===== config.mk =====
export PLATFORM = sky130hd
export DESIGN_NAME = ssob_front
export DESIGN_NICKNAME = d
export VERILOG_FILES = /design/src/ssob_pkg.sv /design/src/ssob_front.sv
export SDC_FILE = /design/constraint.sdc
export NUM_CORES = 1
export LEC_CHECK = 0
export BUFFER_PORTS_ARGS = -buffer_cell sky130_fd_sc_hd__buf_4
export CORE_MARGIN = 1.5
export CORE_UTILIZATION = 39
export DETAILED_ROUTE_END_ITERATION = 8
export GPL_ROUTABILITY_DRIVEN = 0
export GPL_TIMING_DRIVEN = 0
export PLACE_DENSITY_LB_ADDON = 0.1
export SLEW_MARGIN = 20
export SYNTH_ARGS = -nofsm -noshare
export SYNTH_HDL_FRONTEND = slang
export SYNTH_SLANG_ARGS = --single-unit

===== constraint.sdc =====
create_clock -name clk -period 2.3 [get_ports clk]
set_clock_uncertainty 0.2 [all_clocks]
set_input_delay 0.345 -clock clk [delete_from_list [all_inputs] [get_ports clk]]
set_output_delay 0.345 -clock clk [all_outputs]
set_load 0.05 [all_outputs]

===== src/ssob_pkg.sv =====
package ssob_pkg;

  localparam int NUM_BINS    = 256;
  localparam int NUM_OCTAVES = 7;
  localparam int BIN_W       = $clog2(NUM_BINS);
  localparam int OCT_W       = $clog2(NUM_OCTAVES + 1);
  localparam int OCT_SPAN    = NUM_OCTAVES + 1;
  localparam int SWP_W       = ((BIN_W > OCT_SPAN) ? BIN_W : OCT_SPAN) + 1;
  localparam int ACC_W       = 16 + NUM_OCTAVES - 1;
  localparam int SUM_W       = 24;
  localparam int DIVX_W      = (ACC_W > SUM_W) ? ACC_W : SUM_W;
  localparam int DIV_D_W     = (NUM_OCTAVES > 8) ? NUM_OCTAVES : 8;
  localparam int QDEPTH      = 2;
  localparam int CFG_AW      = 3;

  localparam logic [15:0] MAG_COEFF_RST = 16'd15597;
  localparam logic [15:0] AMP_COEFF_RST = 16'd3277;
  localparam int          AMP_DIV       = 255;
  localparam logic [3:0]  LAST_BAND_IDX = 4'((2 * NUM_OCTAVES - 1) % 16);

  localparam logic [31:0] RCP_MAX = 32'hFFFF_FFFF;
  localparam logic [31:0] AMP_RCP = RCP_MAX / AMP_DIV;
  localparam logic [31:0] RCP_1   = RCP_MAX;
  localparam logic [31:0] RCP_2   = RCP_MAX / 2;
  localparam logic [31:0] RCP_3   = RCP_MAX / 3;
  localparam logic [31:0] RCP_5   = RCP_MAX / 5;
  localparam logic [31:0] RCP_9   = RCP_MAX / 9;
  localparam logic [31:0] RCP_17  = RCP_MAX / 17;
  localparam logic [31:0] RCP_33  = RCP_MAX / 33;
  localparam logic [31:0] RCP_65  = RCP_MAX / 65;
  localparam logic [31:0] RCP_129 = RCP_MAX / 129;

  typedef struct packed {
    logic [7:0]  bin_index;
    logic [15:0] magnitude;
    logic        frame_end;
  } ssob_in_t;

  typedef struct packed {
    logic [3:0]  band_index;
    logic [15:0] band_average;
    logic [15:0] raw_amp;
    logic [15:0] soft_amp;
    logic        last_band;
  } ssob_out_t;

  typedef struct packed {
    logic [BIN_W-1:0] bin;
    logic [15:0]      mag;
    logic             upd;
    logic             frame_end;
  } op_t;

  typedef struct packed {
    logic [15:0] mag_coeff;
    logic [15:0] amp_coeff;
  } cfg_t;

  function automatic logic [31:0] band_recip(input logic [OCT_W-1:0] oct);
    logic [31:0] r;
    case (oct)
      OCT_W'(0): r = RCP_1;
      OCT_W'(1): r = RCP_2;
      OCT_W'(2): r = RCP_3;
      OCT_W'(3): r = RCP_5;
      OCT_W'(4): r = RCP_9;
      OCT_W'(5): r = RCP_17;
      OCT_W'(6): r = RCP_33;
      OCT_W'(7): r = RCP_65;
      default:   r = RCP_129;
    endcase
    return r;
  endfunction

endpackage


===== src/ssob_front.sv =====
module ssob_front import ssob_pkg::*; (
  input  logic     clk,
  input  logic     rst_n,
  input  logic     in_valid,
  output logic     in_ready,
  input  ssob_in_t in_data,
  output logic     op_valid,
  input  logic     op_ready,
  output op_t      op
);

  logic valid_r;
  op_t  op_r;
  op_t  op_nxt;

  assign in_ready = !valid_r || op_ready;
  assign op_valid = valid_r;
  assign op       = op_r;

  always_comb begin
    op_nxt.bin       = BIN_W'(in_data.bin_index);
    op_nxt.mag       = in_data.magnitude;
    op_nxt.upd       = (in_data.bin_index != 8'd0);
    op_nxt.frame_end = in_data.frame_end;
  end

  always_ff @(posedge clk) begin
    if (!rst_n) begin
      valid_r <= 1'b0;
    end else if (in_ready) begin
      valid_r <= in_valid;
    end
  end

  always_ff @(posedge clk) begin
    if (in_valid && in_ready) begin
      op_r <= op_nxt;
    end
  end

endmodule


* Word level (Yosys, flattened, before mapping)
Index checks and enable logic that the tools add are counted.
** Cells by class
- Reduce and logical (&&, ||, !) cells :: 4
** Operators by type and width (number)
- $reduce_bool 8->1 :: 1
- $logic_and 1x1->1 :: 1
- $logic_not 1->1 :: 1
- $logic_or 1x1->1 :: 1
** Word-level totals
- Bits in registers :: 27
- Input bits :: 29
- Output and inout bits :: 28

* Longest topological paths before layout
- Word-level depth :: 3
- Mapped depth :: 2
- Depth with buffers taken out :: 2

* Worst setup path after synthesis
Ideal clock, no wire load.
- Path kind :: register -> register
- Start point :: reg valid_r, in the netlist op_valid
- End point :: reg op_r (netlist bit op[0]) (enable)
- Data arrival time :: 1447 ps
- Data required time :: 1715 ps
- Path slack :: 268 ps
- Cell stages (with the launch flop) :: 3
- Clock period less this slack :: 2032 ps
- Cell sequence :: dfxtp_1 -> nand2b_4 -> and2_1
** Between the ends
- Cells in the longest elaborated chain, start to end :: 3
** RTL lines
- start, declared :: RTL line ssob_front.sv:12 : logic valid_r;
- start signal, assigned :: RTL line ssob_front.sv:31 : valid_r <= in_valid;
- $logic_not 1->1 :: RTL line ssob_front.sv:16 : assign in_ready = !valid_r || op_ready;
- $logic_or 1x1->1 :: RTL line ssob_front.sv:16
- via in_ready :: RTL line ssob_front.sv:5 : output logic in_ready,
- $logic_and 1x1->1 :: RTL line ssob_front.sv:36 : if (in_valid && in_ready) begin
- end signal, assigned :: RTL line ssob_front.sv:37 : op_r <= op_nxt;
- end, declared :: RTL line ssob_front.sv:13 : op_t op_r;
The timed path passes the listed nets, and every way through them passes these cells.
A chain may end at the register's enable or synchronous reset.

==> results.cfg <==
[setup_path]
reg2reg_depth = 2
startpoint_type = input pin
cp_max_fo = 2
path_cells = dlygate4sd3_1 > buf_4 > nor4_1 > nand2_1
cpPeakStageDelay_ps = 540
r2r-start = op_valid$_SDFFE_PN0P_
cp.required_ps = 2170
cp.arrival_ps = 1430
crit_type = in -> reg
r2r-end = op[5]$_DFFE_PP_
ff2ff_setup_slack_ps = 810
end_kind = flip-flop
cp_slowest_cell = dlygate4sd3_1

[timing]
setup_viol = 0
max_freq_mhz = 639.8
rsz0062_at_grt = no
fin_setup_tns_ps = 0
timing.final.crit_share = 0.6796
setup_slack_ps = 736.9
layout_min_cycle_time_ps = 1563
drv_slew = 0
slew_headroom = 0.6284
hold_viol = 0
worstMarginPinSlew_ps = 557.4

[detailed_routing]
antenna_left = 0
drc = 0
initialDrtViolationCount = 10
dr.pass1.iters = 4
viasPerCell = 4.233
via_count = 618
wl_per_cell_um = 12.37
wl_um = 1806

[floorplan]
num_io_pins = 57
die_area_um2 = 2464
core_area_um2 = 2002
dieHeight_um = 49.64
row_count = 16
start_util = 0.4238
die_x_um = 49.64

[global_routing]
met3_usage = 0.03333
grt_pass1_vias = 556
grt_max_degree = 27
grt_pass1_wl_um = 2539
grt-busiest-layer = met2
grtUsageTotal = 0.1439
overflow = 0
grt_use_met2 = 0.2289
antenna_found_initial = 0
grt_use_met1 = 0.1715

[power]
combPwrFrac = 0.228
p_sw_mw = 0.2661
p_leak_nw = 0.6649
p_int_mw = 0.7335
vdd_ir_drop_max_mv = 0.5521
swShare = 0.2662
p_clk_frac = 0.192
power_density_nw_per_um2 = 632.5
p_seq_frac = 0.580

[synthesis]
ys_ff_latch = 27
synth_cell_types = 8
yosysWarnings = 0
ys_seq_area_frac = 0.9440
syn_area_per_cell_um2 = 24.95
syn_nets = 63
synthCells = 34
netlist_area_um2 = 848.3

[placed_design]
pre_cts_ws_ps = 307.9
dpl.hpwl_um = 1046
dpl_cell_area_um2 = 1303
io_buffers = 56

[clocking]
clockBufferDepth = 2
root_buffer = clkbuf_4
clock-sinks = 27
clk_pin_slew_ps = 140
clock_latency_ps = 310
cts_htree_levels = 1
cts_buffers = 3
cts_tree = yes
post_cts_buffers = 0
cts_resized = 0

[status]
status = finished clean

[final_layout]
final.fill_count = 132
final_cell_mix = buf_4 (56), edfxtp_1 (26), dlygate4sd3_1 (25), clkbuf_4 (3), nor4_1 (2)
layout_commonest_cell = buf_4
diodes = 0
utilization = 0.7894
drive_gt1_frac = 0.5126
final_nets = 149
design_area_um2 = 1580
area_growth_pct = 86.28

[run]
maxCapViolations = 0

[worst_hold_path]
min-delay-start = in_valid
holdPathStages = 3
hold_class = in -> reg
holdPathEnd = op_valid$_SDFFE_PN0P_
==> how the worst max path moves through the flow <==
stage	cells after the start	startpoint	to	slack, ps
floorplan	2	op_valid$_SDFFE_PN0P_	op[0]$_DFFE_PP_	270
global placement	3	op_ready	op[0]$_DFFE_PP_	320
detailed placement	3	op_ready	op[0]$_DFFE_PP_	310
CTS	2	op_valid$_SDFFE_PN0P_	op[7]$_DFFE_PP_	430
global route	2	op_valid$_SDFFE_PN0P_	op[9]$_DFFE_PP_	730
finish	4	in_data[20]	op[1]$_DFFE_PP_	740
==> power by group through the flow <==
stage	registers, mW	clock network, mW	logic, mW
finish	0.579	0.192	0.228
global route	0.582	0.217	0.238
CTS	0.580	0.198	0.215
detailed placement	0.592	0	0.193
global placement	0.591	0	0.191
floorplan	0.688	0	0.0150
==> layer usage <==
metal / routed length [um] / up-vias / part of all wire
met1: 701 / 277 / 0.39
met5: 0 / - / 0
met3: 109 / 4 / 0.060
met4: 31 / 0 / 0.017
li1: - / 301 / -
met2: 962 / 36 / 0.53
==> layout make-up <==
class / count / area [um2] / area share
Clock buffer: 4 / 26.28 / 0.01663
Inverter: 1 / 3.754 / 0.002375
Multi-Input combinational cell: 6 / 45.04 / 0.02850
Sequential cell: 27 / 800.8 / 0.5067
Tap cell: 27 / 33.78 / 0.02138
Timing Repair Buffer: 81 / 670.6 / 0.4244
==> critical path, delay by kind of cell <==
kind / cells / cell delay, ps
buffers and inverters: 2 / 680
and+or+nand+nor: 2 / 410
==> state kept, by name (all words and copies together), names as in the netlist <==
signal and cells:
op 26, op_valid 1
==> what timing repair did <==
action                                 in CTS  in global routing
hold buffers                               16                  9
endpoints found under the hold margin      16                  9
setup endpoints to repair                   0                  0
==> synthesized netlist by cell type <==
cell type	n	area (um2)
inv_1	1	3.750
nor4_1	2	12.51
a21boi_0	1	7.510
dfxtp_1	1	20.02
nand2_1	1	3.750
and2_1	1	6.260
edfxtp_1	26	780.8
nand2b_4	1	13.76
==> logic make-up after synthesis <==
logic type / share of synthesized area
DFF: 0.9440
buffers and inverters: 0.004421
AOI/OAI and AO/OA: 0.008853
and+or+nand+nor: 0.04277
==> stage by stage <==
stage                     cells  total power [mW]  hold WS [ps]
final                       146            0.9995         70.59
after global routing        146             1.037         69.81
after CTS                   137            0.9928        0.3957
after detailed placement    117            0.7843         311.7
after global placement      117            0.7827         305.3
after floorplan              34            0.7027         243.9
No activity file was read; power rests on OpenSTA's default activity.
