[config.mk]
export PLATFORM = sky130hd
export DESIGN_NAME = ssob_queue
export DESIGN_NICKNAME = d
export VERILOG_FILES = /design/src/ssob_pkg.sv /design/src/ssob_queue.sv
export SDC_FILE = /design/constraint.sdc
export NUM_CORES = 1
export LEC_CHECK = 0
export ABC_AREA = 1
export BUFFER_PORTS_ARGS = -buffer_cell sky130_fd_sc_hd__buf_2
export CAP_MARGIN = 20
export CORE_MARGIN = 8
export CORE_UTILIZATION = 58
export CTS_BUF_LIST = sky130_fd_sc_hd__clkbuf_4 sky130_fd_sc_hd__clkbuf_8
export DETAILED_ROUTE_END_ITERATION = 10
export PLACE_DENSITY_LB_ADDON = 0.15
export SKIP_CTS_REPAIR_TIMING = 1
export SLEW_MARGIN = 20
export SYNTH_ARGS = -nofsm -noshare
export SYNTH_HDL_FRONTEND = slang
export SYNTH_SLANG_ARGS = --single-unit
[constraint.sdc]
create_clock -name clk -period 5.1 [get_ports clk]
set_input_delay 1.02 -clock clk [delete_from_list [all_inputs] [get_ports clk]]
set_output_delay 1.02 -clock clk [all_outputs]
set_load 0.03 [all_outputs]
[src/ssob_pkg.sv]
package ssob_pkg;

  localparam int NUM_BINS    = 256;
  localparam int NUM_OCTAVES = 7;
  localparam int BIN_W       = $clog2(NUM_BINS);
  localparam int OCT_W       = $clog2(NUM_OCTAVES + 1);
  localparam int OCT_SPAN    = NUM_OCTAVES + 1;
  localparam int SWP_W       = ((BIN_W > OCT_SPAN) ? BIN_W : OCT_SPAN) + 1;
  localparam int ACC_W       = 16 + NUM_OCTAVES - 1;
  localparam int SUM_W       = 24;
  localparam int DIVX_W      = (ACC_W > SUM_W) ? ACC_W : SUM_W;
  localparam int DIV_D_W     = (NUM_OCTAVES > 8) ? NUM_OCTAVES : 8;
  localparam int QDEPTH      = 2;
  localparam int CFG_AW      = 3;

  localparam logic [15:0] MAG_COEFF_RST = 16'd15597;
  localparam logic [15:0] AMP_COEFF_RST = 16'd3277;
  localparam int          AMP_DIV       = 255;
  localparam logic [3:0]  LAST_BAND_IDX = 4'((2 * NUM_OCTAVES - 1) % 16);

  localparam logic [31:0] RCP_MAX = 32'hFFFF_FFFF;
  localparam logic [31:0] AMP_RCP = RCP_MAX / AMP_DIV;
  localparam logic [31:0] RCP_1   = RCP_MAX;
  localparam logic [31:0] RCP_2   = RCP_MAX / 2;
  localparam logic [31:0] RCP_3   = RCP_MAX / 3;
  localparam logic [31:0] RCP_5   = RCP_MAX / 5;
  localparam logic [31:0] RCP_9   = RCP_MAX / 9;
  localparam logic [31:0] RCP_17  = RCP_MAX / 17;
  localparam logic [31:0] RCP_33  = RCP_MAX / 33;
  localparam logic [31:0] RCP_65  = RCP_MAX / 65;
  localparam logic [31:0] RCP_129 = RCP_MAX / 129;

  typedef struct packed {
    logic [7:0]  bin_index;
    logic [15:0] magnitude;
    logic        frame_end;
  } ssob_in_t;

  typedef struct packed {
    logic [3:0]  band_index;
    logic [15:0] band_average;
    logic [15:0] raw_amp;
    logic [15:0] soft_amp;
    logic        last_band;
  } ssob_out_t;

  typedef struct packed {
    logic [BIN_W-1:0] bin;
    logic [15:0]      mag;
    logic             upd;
    logic             frame_end;
  } op_t;

  typedef struct packed {
    logic [15:0] mag_coeff;
    logic [15:0] amp_coeff;
  } cfg_t;

  function automatic logic [31:0] band_recip(input logic [OCT_W-1:0] oct);
    logic [31:0] r;
    case (oct)
      OCT_W'(0): r = RCP_1;
      OCT_W'(1): r = RCP_2;
      OCT_W'(2): r = RCP_3;
      OCT_W'(3): r = RCP_5;
      OCT_W'(4): r = RCP_9;
      OCT_W'(5): r = RCP_17;
      OCT_W'(6): r = RCP_33;
      OCT_W'(7): r = RCP_65;
      default:   r = RCP_129;
    endcase
    return r;
  endfunction

endpackage

[src/ssob_queue.sv]
module ssob_queue import ssob_pkg::*; (
  input  logic clk,
  input  logic rst_n,
  input  logic push_valid,
  output logic push_ready,
  input  op_t  push_op,
  output logic head_valid,
  input  logic pop,
  output op_t  head_op
);

  localparam int PTR_W = (QDEPTH > 1) ? $clog2(QDEPTH) : 1;
  localparam int CNT_W = $clog2(QDEPTH + 1);

  op_t              ent_r [QDEPTH];
  logic [PTR_W-1:0] wr_ptr_r;
  logic [PTR_W-1:0] rd_ptr_r;
  logic [CNT_W-1:0] count_r;
  logic             do_push;
  logic             do_pop;

  assign push_ready = (count_r != CNT_W'(QDEPTH));
  assign head_valid = (count_r != '0);
  assign head_op    = ent_r[rd_ptr_r];
  assign do_push    = push_valid && push_ready;
  assign do_pop     = pop && head_valid;

  always_ff @(posedge clk) begin
    if (!rst_n) begin
      wr_ptr_r <= '0;
      rd_ptr_r <= '0;
      count_r  <= '0;
    end else begin
      if (do_push) begin
        wr_ptr_r <= (wr_ptr_r == PTR_W'(QDEPTH - 1)) ? '0 : wr_ptr_r + 1'b1;
      end
      if (do_pop) begin
        rd_ptr_r <= (rd_ptr_r == PTR_W'(QDEPTH - 1)) ? '0 : rd_ptr_r + 1'b1;
      end
      if (do_push && !do_pop) begin
        count_r <= count_r + 1'b1;
      end else if (do_pop && !do_push) begin
        count_r <= count_r - 1'b1;
      end
    end
  end

  always_ff @(posedge clk) begin
    if (do_push) begin
      ent_r[wr_ptr_r] <= push_op;
    end
  end

endmodule

# [Word level (Yosys, flattened, before mapping)]
# Memory sizes are Yosys's and may differ from the RTL's. A register that Yosys moved wholly into a read port is not among the register bits.
# Index checks and enable logic that the tools add are counted.
[totals] input_bits=30 ram_bits=52 romBits=0 memories=1 latchBits=0 ff_bits=4 out_inout_bits=28 elab_cells=25
[mem_list] name="ent_r" words=2 width=26 rd=1 rd_ports_with_merged_regs=1 write_ports=1 line="ssob_queue.sv:15" source="op_t ent_r [QDEPTH];"
[classes] multipliers=0 mux=8 order_cmp=0 n_addsub=4 n_bitwise=0 n_reduce_logical=8 n_eq_ne=1 shifts=0 div=0
[ops] operator="$mux 1" n=6
[ops] operator="$logic_and 1x1->1" n=4
[ops] operator="$mux 2" n=2
[ops] operator="$reduce_bool 2->1" n=2
[ops] operator="$add 1x1->1 const B" n=2
[ops] operator="$add 2x1->2 const B" n=1
[ops] operator="$logic_not 1->1" n=2
[ops] operator="$ne 2x2->1 const B" n=1
[ops] operator="$sub 2x1->2 const B" n=1

# [Longest topological paths before layout]
[logic_depth] depth_word=6 ltp_mapped=11 mapped_depth_nobuf=11

# [Worst setup path after synthesis]
# No wires, ideal clock.
[synth_timing] kind="input to register" start="input port push_valid" end="memory ent_r[0][0] in the netlist's numbering, enable pin" setup_time_ns=0.409 n_path_buf=0 setup_slack_ns=2.459 arrival_ns=2.232 t_required_ns=4.691 path_stages=2 path_cell_list="nand2_1 > nor2_1"
[synth_between] elab_chain_len=3
[synth_rtl] element="start: declaration" line="ssob_queue.sv:4" source="input logic push_valid,"
[synth_rtl] element="$logic_and 1x1->1" line="ssob_queue.sv:25" source="assign do_push = push_valid && push_ready;"
[synth_rtl] element="$mux 1" line="ssob_queue.sv:49" source="if (do_push) begin"
[synth_rtl] element="$mux 1 (implied by the code)" line="ssob_queue.sv:50" source="ent_r[wr_ptr_r] <= push_op;"
[synth_rtl] element="end: declaration" line="ssob_queue.sv:15"
# No other way between the ends.

==> results.cfg <==
[logic_synthesis]
synth_flop_cell = sky130_fd_sc_hd__edfxtp_1
synthesized_nets = 149
share_of_the_yosys_chip_area_belonging_to_registers_pct = 74.8
synthArstFlopShare_pct = 0
synth_top_cell_by_area = sky130_fd_sc_hd__edfxtp_1
synth_edf_count = 52
syn_area_um2 = 2220
syn_inst = 118
synth_commonest_cells = 52 x sky130_fd_sc_hd__edfxtp_1, 20 x sky130_fd_sc_hd__mux2_4, 9 x sky130_fd_sc_hd__nand2_1, 8 x sky130_fd_sc_hd__inv_1, 8 x sky130_fd_sc_hd__nor2_1
ys_types = 15
postSynthRegisterBits = 57
netlist_top_cells_area = sky130_fd_sc_hd__edfxtp_1 70%, sky130_fd_sc_hd__mux2_4 14%, sky130_fd_sc_hd__dfxtp_1 4.5%
yosys_warnings = 0
postSynthAreaPerCell_um2 = 18.8
yosys.area.top_type_share_pct = 70.3
synthMostInstantiatedCell = sky130_fd_sc_hd__edfxtp_1

[power]
p_leak_nw = 1.11
powerDensity_nw_per_um2 = 523
power.switching_fraction_pct = 31.9
power_frac_comb_pct = 31.1
netSwitchingPower_uw = 453
seq_power_share_pct = 43.8
share_clk_of_total_power_pct = 25.1
power.ir.vdd_worst_mv = 0.367
power.internal_uw = 968
total_power_mw = 1.42

[global_route]
first_global_vias = 1315
pin_count_of_the_biggest_net_entering_global_routing = 27
grt_remaining_overflow = 0
grt_first_pass_wirelength_um = 5840
grt.met2_usage_pct = 21.1
globalRoute.busiestLayer = met2
met3_usage_pct = 6.11
global_route.usage.met1_pct = 12.4
gr-usage-all-layers_pct = 12.6
antenna_violations_before_repair = 0

[layout]
antenna-diode-count = 0
finish.utilization_pct = 74.2
finalInstanceArea_um2 = 2720
syn_to_final_growth_pct = 22.3
layout-drive-gt1-share_pct = 53.9
final-instance-count-excl-fill = 239
nets_final = 217
fill_cells = 242

[clocking]
cts_root_buffer = sky130_fd_sc_hd__clkbuf_8
insertion_delay_ns = 0.32
cts.sinks = 57
tritoncts.num_buffers = 9
htreeDepth = 3
cts.reportedPaths.clkPinSlew_ns = 0.06
tritoncts = built
clk_path_buf_depth = 2

[status]
run_status = finished, final reports clean

[sta]
report.final.hold_viol_count = 0
final-setup-viol-count = 0
finClkSkew_ns = 0.00441
sum_of_negative_setup_slack_ns = 0
final-max-slew-violation-count = 0
relSlewSlack_pct = 69.1
rsz_0062_raised_after_global_routing = no
min_period_over_period_pct = 56.0
timing.fmax_mhz = 350
finalWorstPathRequiredPeriod_ns = 2.86
worstMarginPinSlew_ns = 0.462
fin_ws_ns = 2.24
final.hold.worst_slack_ns = 0.514

[drt]
count_of_vias_placed_by_the_detailed_router = 1190
post-route-drc-count = 0
route.detailed.wl_per_inst_um = 15.2
via_per_inst = 4.98
drt_pass1_iterations = 4
finalWirelength_um = 3630
detailedRoute.firstIterationViolations = 83
ant_nets = 0

[critical_path]
timing_worst_setup_path_type = flip-flop to output pin
worstPathMaxFanout = 17
setup.worst_path.start_class = flip-flop
worstPathArrival_ns = 1.84
critical_path_required_ns = 4.08
worstSetupEndpointType = output pin

[placement]
place_congestion = 0.643
placed_area_um2 = 2540
place_ws_ns = 2.55
dp_cells = 223
count_of_port_buffers_added_during_placement = 57
post-dp-hpwl_um = 2590

[floorplan]
design.core.area_um2 = 3660
floorplan.die.width_um = 77.9
initial_utilization_pct = 60.7
chipHeight_um = 77.9
placementRows = 22
pin_count = 58
design.die.area_um2 = 6070

[min_path]
timing.hold.worst.class = flip-flop to flip-flop

[flow_run]
max_cap_viol_count = 0
-- critical path, stage by stage (launching register included) --
cell and delay (ns):
sky130_fd_sc_hd__dfxtp_1 0.60, sky130_fd_sc_hd__buf_4 0.40, sky130_fd_sc_hd__mux2_4 0.33, sky130_fd_sc_hd__buf_2 0.18
-- power by group through the flow --
stage / sequential [mW] / clock, mW / combinational, mW
after floorplan: 0.620 / 0 / 0.364
after global placement: 0.628 / 0 / 0.440
after detailed placement: 0.633 / 0 / 0.449
after CTS: 0.623 / 0.367 / 0.450
after global routing: 0.629 / 0.386 / 0.475
final: 0.622 / 0.356 / 0.442
-- cell type report --
| class | count | area [um2] | share of cell area [%] |
|---|---|---|---|
| clock buffers | 15 | 169 | 6.22 |
| well taps | 48 | 60.1 | 2.21 |
| clock inverters | 1 | 3.75 | 0.138 |
| repair buffers | 60 | 308 | 11.3 |
| multi-input cells | 50 | 483 | 17.8 |
| flip-flops and latches | 57 | 1660 | 61.2 |
| inverters | 8 | 30.0 | 1.11 |
-- registers in the layout, summed over array words and instances, names as in the netlist, named ones only --
signal / flops
count_r: 2
ent_r: 52
rd_ptr_r: 1
wr_ptr_r: 1
-- final timing paths --
kind	slack [ns]	cells past startpoint	endpoint	startpoint
worst min register to register	0.51	2	rd_ptr_r$_SDFFE_PN0P_	rd_ptr_r$_SDFFE_PN0P_
worst min-delay path	0.51	2	rd_ptr_r$_SDFFE_PN0P_	rd_ptr_r$_SDFFE_PN0P_
worst max register to register	3.61	10	count_r[1]$_SDFFE_PN0P_	count_r[0]$_SDFFE_PN0P_
worst max-delay path	2.24	3	head_op[22]	flip-flop
-- cells in the final DEF (no fill, tap or decap), types with 2 or more instances in the layout --
cell type                  Yosys  final
sky130_fd_sc_hd__buf_2         0     57
sky130_fd_sc_hd__edfxtp_1     52     52
sky130_fd_sc_hd__mux2_4       20     20
sky130_fd_sc_hd__nand2_1       9      9
sky130_fd_sc_hd__clkbuf_8      0      9
sky130_fd_sc_hd__inv_1         8      8
sky130_fd_sc_hd__mux2_2        6      6
sky130_fd_sc_hd__nor2_1        8      6
sky130_fd_sc_hd__clkbuf_4      0      6
sky130_fd_sc_hd__dfxtp_1       5      5
sky130_fd_sc_hd__buf_4         0      3
sky130_fd_sc_hd__nor2_2        0      2
sky130_fd_sc_hd__o21ai_0       2      2
-- logic make-up (layout without fill, tap and decap cells) --
family | after synthesis | after routing | synth area share (%)
mux | 26 | 26 | 16.6
fa+ha+maj | 1 | 1 | 0.563
buf+inv | 11 | 84 | 3.66
simple gates | 19 | 19 | 3.38
flops | 57 | 57 | 74.8
compound gates | 4 | 4 | 1.01
-- layer usage --
| metal | share of wire (%) | wire length, um |
|---|---|---|
| met2 | 53 | 1910 |
| met1 | 40 | 1450 |
| met5 | 0 | 0 |
| met3 | 6.4 | 234 |
| met4 | 1.2 | 43 |
(Power assumes the default switching activity.)
